`config.mk`:
```
export PLATFORM = sky130hd
export DESIGN_NAME = block_bitmap_allocator_flat
export DESIGN_NICKNAME = d
export VERILOG_FILES = /design/src/hw/rtl/bba_pkg.sv /design/src/hw/rtl/bba_if.sv /design/src/hw/rtl/block_bitmap_allocator.sv /design/src/hw/rtl/bba_ram.sv /design/src/hw/rtl/bba_ffz.sv /design/src/flat_wrapper.sv
export SDC_FILE = /design/constraint.sdc
export NUM_CORES = 2
export LEC_CHECK = 0
export BUFFER_PORTS_ARGS = -buffer_cell sky130_fd_sc_hd__buf_2
export CORE_UTILIZATION = 40
export CTS_BUF_LIST = sky130_fd_sc_hd__clkbuf_8
export CTS_CLUSTER_SIZE = 24
export DETAILED_ROUTE_END_ITERATION = 8
export PLACE_DENSITY_LB_ADDON = 0.25
export SLEW_MARGIN = 25
export SYNTH_ARGS = -nofsm -noshare
export SYNTH_HDL_FRONTEND = slang
export SYNTH_SLANG_ARGS = --single-unit
```
`constraint.sdc`:
```
create_clock -name i_clk -period 13.15 [get_ports i_clk]
set_input_delay 1.315 -clock i_clk [delete_from_list [all_inputs] [get_ports i_clk]]
set_output_delay 1.315 -clock i_clk [all_outputs]
set_load 0.02 [all_outputs]
```
`src/hw/rtl/bba_pkg.sv`:
```
`default_nettype none

package bba_pkg;

    localparam int CNT_W = 13;
    localparam int IDX_W = 12;
    localparam logic [CNT_W-1:0] CNT_RESET = 13'd4096;

    typedef enum logic [1:0] {
        ST_OK           = 2'd0,
        ST_FULL         = 2'd1,
        ST_RANGE        = 2'd2,
        ST_ALREADY_FREE = 2'd3
    } t_status;

    typedef enum logic {
        CMD_ALLOC = 1'b0,
        CMD_FREE  = 1'b1
    } t_cmd;

endpackage

`default_nettype wire

```
`src/hw/rtl/bba_if.sv`:
```
`default_nettype none

interface bba_req_if import bba_pkg::*; ();
    logic             valid;
    logic             ready;
    t_cmd             cmd;
    logic [IDX_W-1:0] block_index;

    modport source (output valid, output cmd, output block_index, input ready);
    modport sink   (input valid, input cmd, input block_index, output ready);
endinterface

interface bba_rsp_if import bba_pkg::*; ();
    logic             valid;
    logic             ready;
    t_status          status;
    logic [IDX_W-1:0] granted_index;

    modport source (output valid, output status, output granted_index, input ready);
    modport sink   (input valid, input status, input granted_index, output ready);
endinterface

`default_nettype wire

```
`src/hw/rtl/block_bitmap_allocator.sv`:
```
// Free: an accepted beat passes index split, read-check-write and output before the result beat.
// Allocate: bitmap words are scanned from the lowest word that may hold a
//   free bit, one word per cycle through the single read port of the bitmap RAM.
// One command in flight; the next beat is taken once the result sits in the output register.
// Reset (i_rst_n low, synchronous) starts a clearing pass over all ceil(MAX_BLOCKS / WORD_BITS)
//   words, zeroing the bitmap; no beat is taken meanwhile, block count returns to min(MAX_BLOCKS, 4096).
`default_nettype none

module block_bitmap_allocator import bba_pkg::*; #(
    parameter int MAX_BLOCKS = 4096,
    parameter int WORD_BITS  = 32
) (
    input  wire logic             i_clk,
    input  wire logic             i_rst_n,
    bba_req_if.sink               i_req,
    bba_rsp_if.source             o_rsp,
    input  wire logic             i_cfg_we,
    input  wire logic [CNT_W-1:0] i_cfg_wdata
);

    localparam int WORD_COUNT = (MAX_BLOCKS + WORD_BITS - 1) / WORD_BITS;
    localparam int AW         = (WORD_COUNT > 1) ? $clog2(WORD_COUNT) : 1;
    localparam int BW         = $clog2(MAX_BLOCKS + WORD_BITS + 1);
    localparam int PW         = $clog2(WORD_BITS);
    localparam int MAXB_W     = $clog2(MAX_BLOCKS + 1);
    localparam int CMP_W      = (CNT_W > MAXB_W) ? CNT_W : MAXB_W;
    localparam int CNT_MAX    = (2 ** CNT_W) - 1;
    localparam int EFF_MAX    = (MAX_BLOCKS < CNT_MAX) ? MAX_BLOCKS : CNT_MAX;
    localparam int EFF_W      = $clog2(EFF_MAX + 1);
    localparam int EFF_RST    = (MAX_BLOCKS < int'(CNT_RESET)) ? MAX_BLOCKS : int'(CNT_RESET);
    localparam int XW         = (IDX_W > EFF_W) ? IDX_W : EFF_W;
    localparam int DIV_S      = IDX_W + PW + 1;
    localparam int DIV_M      = (2 ** DIV_S) / WORD_BITS;
    localparam int PROD_W     = IDX_W + DIV_S;

    typedef enum logic [2:0] {
        S_CLEAR,
        S_IDLE,
        S_DIV,
        S_FREE,
        S_SCAN,
        S_DONE
    } t_state;

    t_state           r_state, n_state;
    logic [AW-1:0]    r_clr, n_clr;
    logic [EFF_W-1:0] r_eff, n_eff;
    logic [AW-1:0]    r_hint_addr, n_hint_addr;
    logic [BW-1:0]    r_hint_base, n_hint_base;
    logic [AW-1:0]    r_addr, n_addr;
    logic [BW-1:0]    r_base, n_base;
    logic [IDX_W-1:0] r_idx, n_idx;
    logic [IDX_W-1:0] r_q0, n_q0;
    logic [PW-1:0]    r_bit, n_bit;
    t_status          r_res_status, n_res_status;
    logic [IDX_W-1:0] r_res_index, n_res_index;
    logic             r_out_valid, n_out_valid;
    t_status          r_out_status, n_out_status;
    logic [IDX_W-1:0] r_out_index, n_out_index;

    logic                 ram_we;
    logic [AW-1:0]        ram_waddr;
    logic [WORD_BITS-1:0] ram_wdata;
    logic [AW-1:0]        ram_raddr;
    logic [WORD_BITS-1:0] ram_rdata;

    logic                 ffz_found;
    logic [PW-1:0]        ffz_pos;
    logic [BW-1:0]        eff_ext;
    logic [BW-1:0]        lim;
    logic [BW-1:0]        next_base;
    logic [EFF_W-1:0]     cfg_eff;
    logic [PROD_W-1:0]    div_prod;
    logic [IDX_W-1:0]     rem0;
    logic [IDX_W-1:0]     rem;
    logic [IDX_W-1:0]     quo;

    bba_ram #(
        .WIDTH (WORD_BITS),
        .DEPTH (WORD_COUNT),
        .AW    (AW)
    ) u_ram (
        .i_clk   (i_clk),
        .i_we    (ram_we),
        .i_waddr (ram_waddr),
        .i_wdata (ram_wdata),
        .i_raddr (ram_raddr),
        .o_rdata (ram_rdata)
    );

    bba_ffz #(
        .WIDTH (WORD_BITS),
        .LIM_W (BW)
    ) u_ffz (
        .i_word  (ram_rdata),
        .i_lim   (lim),
        .o_found (ffz_found),
        .o_pos   (ffz_pos)
    );

    assign eff_ext   = BW'(r_eff);
    assign lim       = eff_ext - r_base;
    assign next_base = r_base + BW'(WORD_BITS);

    always_comb begin
        if (CMP_W'(i_cfg_wdata) > CMP_W'(MAX_BLOCKS)) begin
            cfg_eff = EFF_W'(MAX_BLOCKS);
        end else begin
            cfg_eff = EFF_W'(i_cfg_wdata);
        end
    end

    // index / WORD_BITS by reciprocal; quotient low by at most one
    assign div_prod = PROD_W'(i_req.block_index) * PROD_W'(DIV_M);
    assign rem0     = r_idx - IDX_W'(r_q0 * IDX_W'(WORD_BITS));

    always_comb begin
        if (rem0 >= IDX_W'(WORD_BITS)) begin
            rem = rem0 - IDX_W'(WORD_BITS);
            quo = r_q0 + IDX_W'(1);
        end else begin
            rem = rem0;
            quo = r_q0;
        end
    end

    assign i_req.ready         = (r_state == S_IDLE);
    assign o_rsp.valid         = r_out_valid;
    assign o_rsp.status        = r_out_status;
    assign o_rsp.granted_index = r_out_index;

    always_comb begin
        n_state      = r_state;
        n_clr        = r_clr;
        n_eff        = r_eff;
        n_hint_addr  = r_hint_addr;
        n_hint_base  = r_hint_base;
        n_addr       = r_addr;
        n_base       = r_base;
        n_idx        = r_idx;
        n_q0         = r_q0;
        n_bit        = r_bit;
        n_res_status = r_res_status;
        n_res_index  = r_res_index;
        n_out_valid  = r_out_valid;
        n_out_status = r_out_status;
        n_out_index  = r_out_index;
        ram_we       = 1'b0;
        ram_waddr    = r_addr;
        ram_wdata    = ram_rdata;
        ram_raddr    = r_addr;

        if (r_out_valid && o_rsp.ready) begin
            n_out_valid = 1'b0;
        end
        if (i_cfg_we) begin
            n_eff = cfg_eff;
        end

        case (r_state)
            S_CLEAR: begin
                ram_we    = 1'b1;
                ram_waddr = r_clr;
                ram_wdata = '0;
                n_clr     = r_clr + AW'(1);
                if (r_clr == AW'(WORD_COUNT - 1)) begin
                    n_state = S_IDLE;
                end
            end
            S_IDLE: begin
                if (i_req.valid) begin
                    n_idx       = i_req.block_index;
                    n_q0        = div_prod[PROD_W-1:DIV_S];
                    n_res_index = '0;
                    if (i_req.cmd == CMD_ALLOC) begin
                        if (r_hint_base >= eff_ext) begin
                            n_res_status = ST_FULL;
                            n_state      = S_DONE;
                        end else begin
                            ram_raddr = r_hint_addr;
                            n_addr    = r_hint_addr;
                            n_base    = r_hint_base;
                            n_state   = S_SCAN;
                        end
                    end else begin
                        if (XW'(i_req.block_index) >= XW'(r_eff)) begin
                            n_res_status = ST_RANGE;
                            n_state      = S_DONE;
                        end else begin
                            n_state = S_DIV;
                        end
                    end
                end
            end
            S_DIV: begin
                ram_raddr = AW'(quo);
                n_addr    = AW'(quo);
                n_base    = BW'(r_idx - rem);
                n_bit     = PW'(rem);
                n_state   = S_FREE;
            end
            S_FREE: begin
                if (!ram_rdata[r_bit]) begin
                    n_res_status = ST_ALREADY_FREE;
                end else begin
                    ram_we       = 1'b1;
                    ram_wdata    = ram_rdata & ~(WORD_BITS'(1) << r_bit);
                    n_res_status = ST_OK;
                    if (r_addr < r_hint_addr) begin
                        n_hint_addr = r_addr;
                        n_hint_base = r_base;
                    end
                end
                n_state = S_DONE;
            end
            S_SCAN: begin
                if (ffz_found) begin
                    ram_we       = 1'b1;
                    ram_wdata    = ram_rdata | (WORD_BITS'(1) << ffz_pos);
                    n_res_status = ST_OK;
                    n_res_index  = IDX_W'(r_base + BW'(ffz_pos));
                    n_hint_addr  = r_addr;
                    n_hint_base  = r_base;
                    n_state      = S_DONE;
                end else if (next_base >= eff_ext) begin
                    n_res_status = ST_FULL;
                    n_state      = S_DONE;
                end else begin
                    ram_raddr = r_addr + AW'(1);
                    n_addr    = r_addr + AW'(1);
                    n_base    = next_base;
                end
            end
            S_DONE: begin
                if (!r_out_valid || o_rsp.ready) begin
                    n_out_valid  = 1'b1;
                    n_out_status = r_res_status;
                    n_out_index  = r_res_index;
                    n_state      = S_IDLE;
                end
            end
            default: begin
                n_state = S_IDLE;
            end
        endcase
    end

    always_ff @(posedge i_clk) begin
        r_addr       <= n_addr;
        r_base       <= n_base;
        r_idx        <= n_idx;
        r_q0         <= n_q0;
        r_bit        <= n_bit;
        r_res_status <= n_res_status;
        r_res_index  <= n_res_index;
        r_out_status <= n_out_status;
        r_out_index  <= n_out_index;
        if (!i_rst_n) begin
            r_state     <= S_CLEAR;
            r_clr       <= '0;
            r_eff       <= EFF_W'(EFF_RST);
            r_hint_addr <= '0;
            r_hint_base <= '0;
            r_out_valid <= 1'b0;
        end else begin
            r_state     <= n_state;
            r_clr       <= n_clr;
            r_eff       <= n_eff;
            r_hint_addr <= n_hint_addr;
            r_hint_base <= n_hint_base;
            r_out_valid <= n_out_valid;
        end
    end

endmodule

`default_nettype wire

```
`src/hw/rtl/bba_ram.sv`:
```
`default_nettype none

module bba_ram #(
    parameter int WIDTH = 32,
    parameter int DEPTH = 128,
    parameter int AW    = 7
) (
    input  wire logic             i_clk,
    input  wire logic             i_we,
    input  wire logic [AW-1:0]    i_waddr,
    input  wire logic [WIDTH-1:0] i_wdata,
    input  wire logic [AW-1:0]    i_raddr,
    output logic      [WIDTH-1:0] o_rdata
);

    logic [WIDTH-1:0] r_mem [DEPTH];

    always_ff @(posedge i_clk) begin
        if (i_we) begin
            r_mem[i_waddr] <= i_wdata;
        end
        o_rdata <= r_mem[i_raddr];
    end

endmodule

`default_nettype wire

```
`src/hw/rtl/bba_ffz.sv`:
```
`default_nettype none

// lowest clear bit among positions below i_lim
module bba_ffz #(
    parameter int WIDTH = 32,
    parameter int LIM_W = 13
) (
    input  wire logic [WIDTH-1:0]         i_word,
    input  wire logic [LIM_W-1:0]         i_lim,
    output logic                          o_found,
    output logic [$clog2(WIDTH)-1:0]      o_pos
);

    localparam int PW = $clog2(WIDTH);

    logic [WIDTH-1:0] cand;

    always_comb begin
        for (int b = 0; b < WIDTH; b++) begin
            cand[b] = !i_word[b] && (LIM_W'(b) < i_lim);
        end
    end

    always_comb begin
        o_pos = '0;
        for (int b = WIDTH - 1; b >= 0; b--) begin
            if (cand[b]) begin
                o_pos = PW'(b);
            end
        end
    end

    assign o_found = |cand;

endmodule

`default_nettype wire

```
`src/flat_wrapper.sv`:
```
// flat-port wrapper written by rule: the top's interface ports become plain ports
module block_bitmap_allocator_flat import bba_pkg::*;
#(
    parameter int MAX_BLOCKS = 4096,
    parameter int WORD_BITS  = 32
)
  (i_clk, i_rst_n, i_cfg_we, i_cfg_wdata, i_req_valid, i_req_cmd, i_req_block_index, i_req_ready, o_rsp_valid, o_rsp_status, o_rsp_granted_index, o_rsp_ready);
  bba_req_if i_req_i ();
  bba_rsp_if o_rsp_i ();
  input  wire logic i_clk;
  input  wire logic i_rst_n;
  input  wire logic i_cfg_we;
  input  wire logic [CNT_W-1:0] i_cfg_wdata;
  input wire logic [$bits(i_req_i.valid)-1:0] i_req_valid;
  input wire logic [$bits(i_req_i.cmd)-1:0] i_req_cmd;
  input wire logic [$bits(i_req_i.block_index)-1:0] i_req_block_index;
  output wire logic [$bits(i_req_i.ready)-1:0] i_req_ready;
  output wire logic [$bits(o_rsp_i.valid)-1:0] o_rsp_valid;
  output wire logic [$bits(o_rsp_i.status)-1:0] o_rsp_status;
  output wire logic [$bits(o_rsp_i.granted_index)-1:0] o_rsp_granted_index;
  input wire logic [$bits(o_rsp_i.ready)-1:0] o_rsp_ready;
  assign i_req_i.valid = i_req_valid;
  assign i_req_i.cmd = i_req_cmd;
  assign i_req_i.block_index = i_req_block_index;
  assign i_req_ready = i_req_i.ready;
  assign o_rsp_valid = o_rsp_i.valid;
  assign o_rsp_status = o_rsp_i.status;
  assign o_rsp_granted_index = o_rsp_i.granted_index;
  assign o_rsp_i.ready = o_rsp_ready;
  block_bitmap_allocator #(.MAX_BLOCKS(MAX_BLOCKS), .WORD_BITS(WORD_BITS)) u_core (.i_clk(i_clk), .i_rst_n(i_rst_n), .i_req(i_req_i), .o_rsp(o_rsp_i), .i_cfg_we(i_cfg_we), .i_cfg_wdata(i_cfg_wdata));
endmodule
```
==> metrics.txt <==
result of the run finished clean; critical path cell sequence inv_1, ha_1, nand3b_1, o221ai_2, a21oi_2, o21ai_0, a22o_1, a41oi_1, or4_4, nor4_4, and4_1, mux2i_1, nand2_4, buf_4, nor2_4, buf_12, a221oi_1, buf_4, a32oi_1, nand4_1, nor3_1; Final Non-Filler Cells 16080; number of unique standard cell types used by synthesis 94; number of flops mapped to enable cells by yosys 4154; cell repeated most along the worst path buf_4; Tot GR Track Use 0.2490; overflow left after global routing 0; count of cells along the worst hold path 1; final count of negative-setup-slack endpoints 0; delay of the slowest cell on the worst path 0.82 ns; total detailed-routing wirelength 536.6 mm; Area Overhead vs Synth 12.67%; fraction of power consumed by sequential logic 0.580; standard-cell row count 237; flip-flop and latch count after synthesis 4237; max-slew violations 0; gate count of the mapped netlist 9484; share of the clock period used by the worst path 0.7248; maximum level of the CTS H-tree 6; number of DRC violations after detailed routing 0; top-area cell type share of the netlist area 0.7454; Worst R2R Path Depth 21; family with the most delay on the worst path simple AND/OR/NAND/NOR gates; hold-fix buffers at CTS 0; endpoint arrival time on the critical path 10.69 ns; clk_lat worst skew 1.29 ns; setup TNS after final layout 0 ns; RSZ-0062 raised after global routing no; sw frac 0.2150; cell area after placement 0.1761 sq mm; ranking of synthesized cells by area edfxtp_1 (75%), mux4_2 (10%), nand2_1 (3.1%), nand3_1 (2.1%), dfxtp_1 (0.99%); internal power contribution 0.01984 W; critical path fanouts, max 56; post-cts repair resize count 0; ys flop type edfxtp_1; most used cells in the layout excluding fill and tap cells edfxtp_1 (4154), nand2_1 (1388), mux4_2 (751); net count after synthesis 9581; Final Hold Viols 0; first-pass GRT wire length 744.0 mm; die extent in y 648.8 microns; critical setup path kind reg -> reg; buffer depth of the longest clock path 4; max-cap viol count 0; die span in x 648.8 microns; final setup skew 0.1121 ns; switching power of the nets 0.005432 W; first-pass iteration count of the detailed router 8; final weighted congestion in routability-driven placement 0.8727; placed instance count 14830; maximum number of pins on one net before global-route repair 143; clock slew at the register clock pins of the worst setup and hold paths 0.06 ns; Tightest Pin Transition 1.233 ns; number of antenna violations at the first check in global routing 45; clock network fraction of total power 0.413; number of nets in the finished design 10120; most common cell after layout, fill and taps aside edfxtp_1; post-DP HPWL 301.1 mm; Post-synth ARST share 0; fraction of power consumed by combinational cells 0.008; share of the yosys chip area belonging to registers 0.7554; Peak supply drop 93.27 uV; cell area power density 134.0 mW/mm^2; Filler cells 35570; Register Area 0.1264 sq mm; logic depth of the worst path, buffers included 21; crit path buf inv count 4; post-route ant nets 0; final critical path time including I/O delays and setup 9.531 ns; number of global-route vias before repair 94810; critical path data required time 14.31 ns; Core Area 0.4166 sq mm; average wire per cell in the routed design 33.37 microns; count of warnings emitted by yosys 0; CP startpoint kind flip-flop; path type of the worst min-delay path in -> reg; layout cell share with drive strength beyond 1 0.2130; Via Count 96520; via/cell ratio 6.002; clk sinks 4237; PortBufs 46; syn avg cell area 17.64 sq um; initial standard-cell utilization of the core 0.4016; total power 0.02527 W; CTS tree built; Worst setup EP type flip-flop; Slew Limit Headroom 0.1737; number of post-CTS setup repair buffers 0; area of the multi-input gates 0.03943 sq mm; Static Leakage 60.39 nW; number of top-level pins 47; root buffer cell clkbuf_8; highest clock frequency the design can meet 0.1049 GHz; number of clock buffers inserted by TritonCTS 681; cell area after synthesis 0.1673 sq mm; First DRT Iteration DRCs 12950; crit path max-delay cell type a22o_1; post-route design area 0.1885 sq mm; Yosys top cell by area edfxtp_1; total die area 0.4209 sq mm
==> area by class of cell <==
class                      count  share of cell area
multi-input combinational   4638              0.2091
tap                         5497             0.03648
timing repair buffer         393             0.01697
antenna                       24           0.0003185
sequential                  4237              0.6704
inverter                      67            0.001513
clock inverter               517             0.01334
clock buffer                 710             0.05183
==> synthesized netlist by cell type, drive strengths merged (10+ instances only) <==
cell,number
nor3,39
a21oi,245
and2,39
or3,10
nor2b,45
o21a,11
a41oi,20
dfxtp,83
a22o,14
nand3,699
nand2b,19
nor2,233
a211o,10
a221oi,36
nand4,39
o22ai,71
nand2,1402
and3,45
o31ai,14
a32oi,79
a211oi,14
xnor2,22
mux2i,95
a22oi,123
a31oi,21
mux4,751
a311oi,39
ha,64
buf,341
clkbuf,201
inv,66
nor4,30
edfxtp,4154
o21ai,256
a21o,20
o211ai,16
==> kinds of logic after synthesis <==
group / Yosys count / share of synthesized area
compound gates: 1066 / 0.04274
xor+xnor: 25 / 0.001308
fa+ha+maj: 66 / 0.005025
buf+inv: 609 / 0.01937
flops: 4237 / 0.7554
mux: 849 / 0.1070
simple gates: 2632 / 0.06921
==> registers in the layout (all words and copies together) (netlist names), 12 cells and up <==
register / cells
u_core.o_rsp.granted_index: 12
u_core.u_ram.r_mem: 4096
u_core.r_base: 13
u_core.r_idx: 12
u_core.eff_ext: 13
u_core.u_ram.o_rdata: 32
u_core.r_res_index: 12
u_core.r_hint_base: 13
==> power by group through the flow <==
stage               registers (W)  logic [W]  clock network (W)
finish                     0.0147   0.000191             0.0104
global route               0.0146   0.000200             0.0111
CTS                        0.0147   0.000188             0.0106
detailed placement         0.0149   0.000187                  0
global placement           0.0149   0.000188                  0
floorplan                  0.0149   0.000100                  0
==> worst reg2reg max path, stage by stage (launching register included) <==
cell	delay, ns
edfxtp_1	0.48
inv_1	0.18
ha_1	0.37
nand3b_1	0.23
o221ai_2	0.29
a21oi_2	0.12
o21ai_0	0.22
a22o_1	0.82
a41oi_1	0.34
or4_4	0.64
nor4_4	0.27
and4_1	0.57
mux2i_1	0.59
nand2_4	0.58
buf_4	0.48
nor2_4	0.51
buf_12	0.50
a221oi_1	0.49
buf_4	0.27
a32oi_1	0.17
nand4_1	0.81
nor3_1	0.45
==> stage by stage <==
step | hold WS (ns) | worst slack, ns | utilization
after floorplan | 0.4003 | 2.392 | -
after global placement | 0.4016 | 3.511 | 0.4219
after detailed placement | 0.4045 | 3.822 | 0.4228
after CTS | 0.1539 | 3.749 | 0.4523
after global routing | 0.1939 | 3.370 | 0.4524
final | 0.2444 | 3.619 | 0.4525
==> path summary, 6_finish.rpt <==
check                                       startpoint                       end  slack, ns
worst min-delay path              i_req_block_index[7]           u_core.r_idx[7]       0.24
worst max register to register        u_core.r_base[5]  u_core.u_ram.o_rdata[17]       3.62
worst max-delay path                  u_core.r_base[5]  u_core.u_ram.o_rdata[17]       3.62
worst min register to register  u_core.r_res_status[0]    u_core.o_rsp.status[0]       0.40
==> metal layers <==
metal / share of wire / track usage
met1: 0.40 / 0.3391
met2: 0.46 / 0.3909
met3: 0.098 / 0.05531
met4: 0.043 / 0.09761
met5: 0.00014 / 0
Power figures use the tool's default switching activity.
